**config.mk**
```make
export PLATFORM = sky130hd
export DESIGN_NAME = rtt_tile_out_flat
export DESIGN_NICKNAME = d
export VERILOG_FILES = /design/src/rtl/rtt_pkg.sv /design/src/rtl/rtt_ifs.sv /design/src/rtl/rtt_tile_out.sv /design/src/flat_wrapper.sv
export SDC_FILE = /design/constraint.sdc
export NUM_CORES = 1
export LEC_CHECK = 0
export BUFFER_PORTS_ARGS = -buffer_cell sky130_fd_sc_hd__buf_2
export CAP_MARGIN = 15
export CORE_ASPECT_RATIO = 0.7
export CORE_MARGIN = 3
export CORE_UTILIZATION = 52
export DETAILED_ROUTE_END_ITERATION = 10
export HOLD_SLACK_MARGIN = 0.08
export MAX_ROUTING_LAYER = met4
export PLACE_DENSITY = 0.9
export SYNTH_ARGS = -nofsm -noshare
export SYNTH_HDL_FRONTEND = slang
export SYNTH_SLANG_ARGS = --single-unit
```
**constraint.sdc**
```tcl
create_clock -name clock -period 39.6 [get_ports clock]
set_input_delay 7.92 -clock clock [delete_from_list [all_inputs] [get_ports clock]]
set_output_delay 7.92 -clock clock [all_outputs]
set_load 0.05 [all_outputs]
```
**src/rtl/rtt_pkg.sv**
```systemverilog
// ============================================================================
// Raster to tiled RGBA8 package
// Shared constants, register codes and pixel/tile types of the tiling block.
// ============================================================================
package rtt_pkg;

   // Field widths of the pixel and result words.
   localparam int COMP_W      = 8;
   localparam int WORD_W      = 64;

   // Configuration registers.
   localparam int CSR_ADDR_W    = 3;
   localparam int CSR_DATA_W    = 32;
   localparam int WIDTH_REG_W   = 11;
   localparam int HEIGHT_REG_W  = 13;
   localparam logic [WIDTH_REG_W-1:0]  WIDTH_RESET  = 11'd640;
   localparam logic [HEIGHT_REG_W-1:0] HEIGHT_RESET = 13'd480;

   // Register index codes, taken from paddr bit 2.
   localparam logic CSR_IDX_WIDTH  = 1'b0;
   localparam logic CSR_IDX_HEIGHT = 1'b1;

   // Geometry.
   localparam int MAX_WIDTH_DEFAULT = 1024;
   localparam int ROW_W             = 12;
   localparam logic [1:0] LANE_LAST = 2'd3;
   localparam logic [1:0] ROW_FIRST = 2'd0;
   localparam logic [COMP_W-1:0] ALPHA_OPAQUE = 8'hFF;

   typedef struct packed {
      logic [COMP_W-1:0] red;
      logic [COMP_W-1:0] green;
      logic [COMP_W-1:0] blue;
   } rgb_type;

   // Four horizontally adjacent pixels of one tile row, lane 0 leftmost.
   typedef rgb_type [3:0] quad_type;

   // A complete tile as handed to the output side.
   typedef struct packed {
      quad_type [3:0] rows;
      logic [1:0]     cur_row;
      logic [1:0]     last_lane;
      logic           last_image;
   } tile_type;

endpackage

```
**src/rtl/rtt_ifs.sv**
```systemverilog


interface rtt_word_if;
   logic                       valid;
   logic                       ready;
   logic [rtt_pkg::WORD_W-1:0] tile_word;
   logic                       last_of_tile;
   logic                       last_of_image;

   modport source (output valid, output tile_word, output last_of_tile,
                   output last_of_image, input ready);
   modport sink   (input valid, input tile_word, input last_of_tile,
                   input last_of_image, output ready);
endinterface

```
**src/rtl/rtt_tile_out.sv**
```systemverilog
// ============================================================================
// Tile word serializer
// Holds one tile and streams it as eight words through an output register.
// ============================================================================
module rtt_tile_out (
   input  logic              clock,
   input  logic              reset,
   input  logic              tile_valid,
   input  rtt_pkg::tile_type tile,
   output logic              tile_ready,
   rtt_word_if.source        rsp_if
);

   rtt_pkg::tile_type           buf_ff;
   logic                        buf_valid_ff, buf_valid_in;
   logic [2:0]                  word_idx_ff, word_idx_in;
   logic                        out_valid_ff, out_valid_in;
   logic [rtt_pkg::WORD_W-1:0]  tile_word_ff, tile_word_in;
   logic                        last_tile_ff;
   logic                        last_image_ff;
   logic                        load_out;
   logic                        last_word;
   logic                        take_tile;
   rtt_pkg::quad_type           row_sel;

   assign load_out   = buf_valid_ff && (!out_valid_ff || rsp_if.ready);
   assign last_word  = (word_idx_ff == 3'd7);
   assign tile_ready = !buf_valid_ff || (load_out && last_word);
   assign take_tile  = tile_valid && tile_ready;
   assign row_sel    = buf_ff.rows[word_idx_ff[1:0]];

   // Words 0 to 3 carry alpha/red pairs, words 4 to 7 green/blue pairs.
   always_comb begin
      rtt_pkg::rgb_type pix;
      tile_word_in = '0;
      for (int l = 0; l < 4; l++) begin
         if ((word_idx_ff[1:0] <= buf_ff.cur_row) && (2'(l) <= buf_ff.last_lane)) begin
            pix = row_sel[l];
         end else begin
            pix = '0;
         end
         if (word_idx_ff[2]) begin
            tile_word_in[63-16*l -: 16] = {pix.green, pix.blue};
         end else begin
            tile_word_in[63-16*l -: 16] = {rtt_pkg::ALPHA_OPAQUE, pix.red};
         end
      end
   end

   always_comb begin
      buf_valid_in = buf_valid_ff;
      word_idx_in  = word_idx_ff;
      if (load_out) begin
         word_idx_in = word_idx_ff + 3'd1;
         if (last_word) begin
            buf_valid_in = 1'b0;
         end
      end
      if (take_tile) begin
         buf_valid_in = 1'b1;
         word_idx_in  = '0;
      end
      if (load_out) begin
         out_valid_in = 1'b1;
      end else if (rsp_if.ready) begin
         out_valid_in = 1'b0;
      end else begin
         out_valid_in = out_valid_ff;
      end
   end

   always_ff @(posedge clock) begin
      if (reset) begin
         buf_valid_ff <= 1'b0;
         word_idx_ff  <= '0;
         out_valid_ff <= 1'b0;
      end else begin
         buf_valid_ff <= buf_valid_in;
         word_idx_ff  <= word_idx_in;
         out_valid_ff <= out_valid_in;
      end
   end

   always_ff @(posedge clock) begin
      if (take_tile) begin
         buf_ff <= tile;
      end
      if (load_out) begin
         tile_word_ff  <= tile_word_in;
         last_tile_ff  <= last_word;
         last_image_ff <= last_word && buf_ff.last_image;
      end
   end

   assign rsp_if.valid         = out_valid_ff;
   assign rsp_if.tile_word     = tile_word_ff;
   assign rsp_if.last_of_tile  = last_tile_ff;
   assign rsp_if.last_of_image = last_image_ff;

endmodule

```
**src/flat_wrapper.sv**
```systemverilog
// flat-port wrapper written by rule: the top's interface ports become plain ports
module rtt_tile_out_flat 
  (clock, reset, tile_valid, tile, tile_ready, rsp_if_valid, rsp_if_tile_word, rsp_if_last_of_tile, rsp_if_last_of_image, rsp_if_ready);
  rtt_word_if rsp_if_i ();
  input  logic clock;
  input  logic reset;
  input  logic tile_valid;
  input  rtt_pkg::tile_type tile;
  output logic tile_ready;
  output wire logic [$bits(rsp_if_i.valid)-1:0] rsp_if_valid;
  output wire logic [$bits(rsp_if_i.tile_word)-1:0] rsp_if_tile_word;
  output wire logic [$bits(rsp_if_i.last_of_tile)-1:0] rsp_if_last_of_tile;
  output wire logic [$bits(rsp_if_i.last_of_image)-1:0] rsp_if_last_of_image;
  input wire logic [$bits(rsp_if_i.ready)-1:0] rsp_if_ready;
  assign rsp_if_valid = rsp_if_i.valid;
  assign rsp_if_tile_word = rsp_if_i.tile_word;
  assign rsp_if_last_of_tile = rsp_if_i.last_of_tile;
  assign rsp_if_last_of_image = rsp_if_i.last_of_image;
  assign rsp_if_i.ready = rsp_if_ready;
  rtt_tile_out u_core (.clock(clock), .reset(reset), .tile_valid(tile_valid), .tile(tile), .tile_ready(tile_ready), .rsp_if(rsp_if_i));
endmodule
```
==> results of run 1 <==
## cells by family (layout without fill, tap and decap cells)
| family | after synthesis | count (layout) | share of synthesized area (%) |
|---|---|---|---|
| buf+inv | 82 | 584 | 2.547 |
| mux | 144 | 144 | 10.81 |
| flops | 460 | 460 | 79.14 |
| other cells | 0 | 14 | 0 |
| simple gates | 53 | 53 | 1.777 |
| fa+ha+maj | 4 | 4 | 0.2878 |
| compound gates | 123 | 123 | 5.432 |
## flip-flops by register name (all words and copies together) (netlist names)
register / cells
u_core.buf_ff: 389
u_core.word_idx_ff: 3
u_core.rsp_if.last_of_image: 1
u_core.rsp_if.tile_word: 64
u_core.buf_valid_ff: 1
u_core.rsp_if.last_of_tile: 1
u_core.rsp_if.valid: 1
## power breakdown
group / switching (mW) / internal, mW
logic: 0.0468 / 0.0310
registers: 0.00919 / 0.567
clock network: 0.174 / 0.227
## path summary, 6_finish.rpt
check	startpoint	to	slack (ns)	depth (start not counted)
setup / recovery	rsp_if_ready	tile_ready	22.93	4
hold / removal	u_core.buf_valid_ff	u_core.word_idx_ff[2]	0.53	2
setup reg to reg	u_core.word_idx_ff[1]	u_core.buf_ff[150]	35.30	6
hold reg to reg	u_core.buf_valid_ff	u_core.word_idx_ff[2]	0.53	2
## metal layers
layer | track usage, % | vias up | share of wire [%] | wire [um]
li1 | - | 4489 | - | -
met1 | 31.15 | 5099 | 36 | 16370
met2 | 42.56 | 618 | 50 | 22950
met3 | 7.722 | 122 | 11 | 4867
met4 | 9.007 | 0 | 3.5 | 1614
met5 | - | - | 0 | 0
## through the flow
step	hold slack, ns	utilization (%)	cells
final	0.5281	65.76	1809
after global routing	0.5470	65.75	1808
after CTS	0.5163	65.65	1795
after detailed placement	0.5028	61.52	1718
after global placement	0.4901	61.52	1718
after floorplan	0.4784	-	866
## worst min-delay path: cells and delay by family, from the launching register on
family	cells	cell delay, ns
AO/OA/AOI/OAI	1	0.07
flip-flops	1	0.34
AND/OR/NAND/NOR	1	0.08
## final cells by class
cell class / instances / area, sq um / share of cell area (%)
timing repair buffer: 470 / 2390 / 11.14
multi-input combinational: 324 / 3232 / 15.07
antenna: 14 / 35.03 / 0.1633
tap: 427 / 534.3 / 2.491
clock inverter: 23 / 231.5 / 1.079
clock buffer: 54 / 1117 / 5.209
sequential: 460 / 13770 / 64.20
inverter: 37 / 138.9 / 0.6475
## layout by cell type, fill, tap and decap left out, types with 7 or more instances in the layout
| cell | instances |
|---|---|
| buf_2 | 460 |
| edfxtp_1 | 455 |
| mux2i_1 | 81 |
| clkbuf_16 | 43 |
| inv_1 | 36 |
| a22o_1 | 32 |
| mux4_2 | 32 |
| mux2_2 | 31 |
| nor2b_1 | 19 |
| nor4_1 | 16 |
| a211oi_1 | 16 |
| o31ai_1 | 16 |
| o22ai_1 | 15 |
| a2111oi_1 | 15 |
| diode_2 | 14 |
| o21ai_1 | 12 |
| clkbuf_1 | 11 |
| clkinv_1 | 10 |
| buf_4 | 9 |
| o21ai_0 | 7 |
==> out/results.txt, run 1 <==
status - finished clean
Port Buf Inserts - 460
P_leak - 7.774 nW
CP Cell Sequence - buf_2 > nand2b_1 > a21o_1 > buf_2
CP arrival - 8.75 ns
Worst path max stage delay - 0.30 ns
Setup WS pre-CTS - 22.96 ns
CP required - 31.68 ns
Vias - 10330
clock skew - 0.01302 ns
Rel. slew slack - 28.68%
Max Cap Viol - 0
part of the Yosys area used for sequential elements - 79.14%
post-synthesis area per instance - 20.08 sq um
Sum Neg Setup Slack - 0 ns
Async S/R FF share, synth - 0%
Critical Path End Type - output port
Crit Path Max Fanout - 6
share of the synthesized area in the top cell type - 78.57%
clock latency on the worst-skew pair - 0.54 ns
Critical path buffers and inverters - 2
antenna violations before repair - 16
CTS clock-pin slew for the worst setup and hold paths - 0.06 ns
clk buf depth - 3
Area after DPL - 0.02007 sq mm
Detailed Route WL - 45800 um
Root Driver - clkbuf_16
most common cell in the synthesized netlist - edfxtp_1
synth top area cells - edfxtp_1, mux2i_1, mux4_2
dpl hpwl - 30570 um
row count - 55
# nets final - 1732
max frequency - 60.00 MHz
DR pass1 iterations - 5
Initial Util - 53.31%
Mapped Area - 0.01739 sq mm
ys flop type - edfxtp_1
vias in the first global route - 10970
Clock Sinks - 460
Final Critical Period - 16.67 ns
Avg WL per Cell - 25.32 um
die area - 0.03571 sq mm
CTS tree - yes
postcts setup bufs - 0
# setup viols final - 0
Final Cycle Share - 42.09%
EDFF count, synth - 455
Overall Power - 1.056 mW
Final Max Slew Viols - 0
total global routing overflow - 0
P&R area growth vs syn - 23.35%
Slew @ Worst Pin - 1.065 ns
RSZ-0062 raised after global routing - no
Post-Syn Nets - 1263
Total GRT Usage - 26.02%
post-synth top area cell - edfxtp_1
ANT nets after route - 0
Die Span Y - 159.0 um
total number of H-tree levels - 2
die width - 224.6 um
most common library cells after synthesis - edfxtp_1, mux2i_1, inv_1
hold buffers post-CTS - 0
Hold Path Class - flip-flop to flip-flop
Placer Congestion - 0.8801
post_cts resized - 0
Power Density - 49.21 mW/mm^2
number of remaining DRC errors - 0
layout cells sized above 1 - 43.93%
CTS buffer count - 42
Final Cell Area - 0.02145 sq mm
first-pass GRT wire length - 67170 um
Worst path most repeated cell - buf_2
startpoint types - input port
post-synth cell types - 35
Filler cells - 2109
Core Area - 0.03262 sq mm
Syn. warnings - 0
I/O Pins - 461
crit path kind - input port to output port
Slowest-stage cell, CP - buf_2
initial DRC count - 1062
setup slack after layout - 22.93 ns
crit-path leading delay family - buffers and inverters
Hold Fails Final Rpt - 0
Post-Syn Instances - 866
largest net degree at the start of global routing - 185
vias per cell - 5.709
synthesized flop and latch total - 460
IR drop worst, VDD - 0.00004818 V
Note: power is estimated with default switching activity, not from simulation.
==> inputs of run 2 (changes only) <==
==> constraint.sdc (replaced) <==
create_clock -name clock -period 16.3 [get_ports clock]
set_input_delay 3.26 -clock clock [delete_from_list [all_inputs] [get_ports clock]]
set_output_delay 3.26 -clock clock [all_outputs]
set_load 0.05 [all_outputs]
==> out/results.txt, run 2 (same netlist as run 1, synthesis figures left out) <==
Clock Sinks - 460 (unchanged)
Sum Neg Setup Slack - 0 ns (unchanged)
Setup WS pre-CTS - 8.975 ns (was 22.96 ns)
vias in the first global route - 11030 (was 10970)
postcts setup bufs - 0 (unchanged)
ANT nets after route - 0 (unchanged)
startpoint types - input port (unchanged)
Slowest-stage cell, CP - buf_2 (unchanged)
# nets final - 1734 (was 1732)
Rel. slew slack - 25.15% (was 28.68%)
Final Max Slew Viols - 0 (unchanged)
antenna violations before repair - 17 (was 16)
Max Cap Viol - 0 (unchanged)
status - finished clean (unchanged)
dpl hpwl - 30970 um (was 30570 um)
clock skew - 0.01407 ns (was 0.01302 ns)
vias per cell - 5.719 (was 5.709)
Root Driver - clkbuf_16 (unchanged)
die width - 224.6 um (unchanged)
Total GRT Usage - 25.81% (was 26.02%)
Core Area - 0.03262 sq mm (unchanged)
Hold Crit Depth - 2 (unchanged)
Detailed Route WL - 45670 um (was 45800 um)
initial DRC count - 1073 (was 1062)
CTS tree - yes (unchanged)
Slew @ Worst Pin - 1.123 ns (was 1.065 ns)
total global routing overflow - 0 (unchanged)
largest net degree at the start of global routing - 88 (was 185)
Power Density - 116.4 mW/mm^2 (was 49.21 mW/mm^2)
Final Cycle Share - 45.10%
RSZ-0062 raised after global routing - no (unchanged)
Worst path max stage delay - 0.30 ns (about the same)
Die Span Y - 159.0 um (unchanged)
Final Critical Period - 7.351 ns
CP required - 13.04 ns (was 31.68 ns)
Reg-to-Reg Start - u_core.word_idx_ff[1] (unchanged)
R2R depth - 6 (unchanged)
most common cell after layout, fill and taps aside - buf_2 (unchanged)
crit path kind - input port to output port (unchanged)
number of flip-flops in the largest register - 389 (unchanged)
die area - 0.03571 sq mm (unchanged)
total number of H-tree levels - 2 (unchanged)
post_cts resized - 0 (unchanged)
I/O Pins - 461 (unchanged)
CP arrival - 4.09 ns (was 8.75 ns)
Avg WL per Cell - 25.26 um (was 25.32 um)
layout cells sized above 1 - 43.74% (was 43.93%)
HP Start - u_core.buf_valid_ff (unchanged)
CP Cell Sequence - buf_2 > nand2b_1 > a21o_1 > buf_2 (unchanged)
first-pass GRT wire length - 66480 um (was 67170 um)
setup slack after layout - 8.949 ns (was 22.93 ns)
P_leak - 7.710 nW (was 7.774 nW)
Initial Util - 53.31% (unchanged)
Port Buf Inserts - 460 (unchanged)
P&R area growth vs syn - 22.58% (was 23.35%)
# setup viols final - 0 (unchanged)
Worst path most repeated cell - buf_2 (unchanged)
hold buffers post-CTS - 0 (unchanged)
CTS buffer count - 42 (unchanged)
clk buf depth - 3 (unchanged)
number of remaining DRC errors - 0 (unchanged)
Critical Path End Type - output port (unchanged)
most frequent cells in the layout - buf_2, edfxtp_1, mux2i_1 (unchanged)
Crit Path Max Fanout - 6 (unchanged)
Hold Fails Final Rpt - 0 (unchanged)
r2r setup slk - 11.81 ns (was 35.30 ns)
Most flops, register - u_core.buf_ff (unchanged)
CTS clock-pin slew for the worst setup and hold paths - 0.06 ns (about the same)
Hold Path Class - flip-flop to flip-flop (unchanged)
Vias - 10340 (was 10330)
Placer Congestion - 0.8589 (was 0.8801)
max frequency - 136.0 MHz
IR drop worst, VDD - 0.0001274 V (was 0.00004818 V)
DR pass1 iterations - 5 (unchanged)
clock latency on the worst-skew pair - 0.53 ns (was 0.54 ns)
crit path from - rsp_if_ready (unchanged)
row count - 55 (unchanged)
-- run 2: changes by cell type in the layout (fill, tap and decap cells not counted), sizes merged --
cell and change:
clkbuf +5, bufinv -4, clkinv -4, buf +2
diode +2, inv -2
-- run 2: layout make-up --
| type | instances | area (sq um) |
|---|---|---|
| Tap cell | 427 | 534.3 |
| Fill cell | 2136 | 11300 |
| Timing Repair Buffer | 472 | 2392 |
| Multi-Input combinational cell | 324 | 3232 |
| Clock inverter | 13 | 71.32 |
| Inverter | 37 | 138.9 |
| Antenna cell | 16 | 40.04 |
| Sequential cell | 460 | 13770 |
| Clock buffer | 59 | 1136 |
-- run 2: worst paths after layout --
| check | to |
|---|---|
| setup / recovery | tile_ready |
| hold / removal | u_core.word_idx_ff[1] |
| setup reg to reg | u_core.buf_ff[24] |
| hold reg to reg | u_core.word_idx_ff[1] |
-- run 2: stage by stage --
stage / cell area, sq um / hold WS, ns / util (%) / cells / total power [mW]
2_1_floorplan: 17390 / 0.4784 / - / 866 / 1.544
3_3_place_gp: 20070 / 0.4840 / 61.53 / 1720 / 1.601
3_5_place_dp: 20070 / 0.5215 / 61.53 / 1720 / 1.614
4_1_cts: 21280 / 0.5339 / 65.23 / 1792 / 2.498
5_1_grt: 21320 / 0.5569 / 65.35 / 1808 / 2.566
6_report: 21320 / 0.5349 / 65.35 / 1808 / 2.481
-- run 2: metal layers --
layer / share of wire, % / GRT usage [%] / vias to the layer above
met4: 4.0 / 9.786 / 0
li1: - / - / 4485
met3: 11 / 7.280 / 111
met2: 49 / 41.88 / 637
met1: 36 / 31.09 / 5107
met5: 0 / - / -
-- run 2: power by group --
part | internal (mW) | leakage [nW] | switching [mW]
Sequential | 1.38 | 4.29 | 0.0213
Clock | 0.486 | 0.583 | 0.405
Combinational | 0.0751 | 2.84 | 0.115
Total | 1.94 | 7.71 | 0.542
-- run 2: critical path, delay by kind of cell --
kind	cells	cell delay, ns
buf+inv	2	0.39
compound gates	1	0.25
simple gates	1	0.20
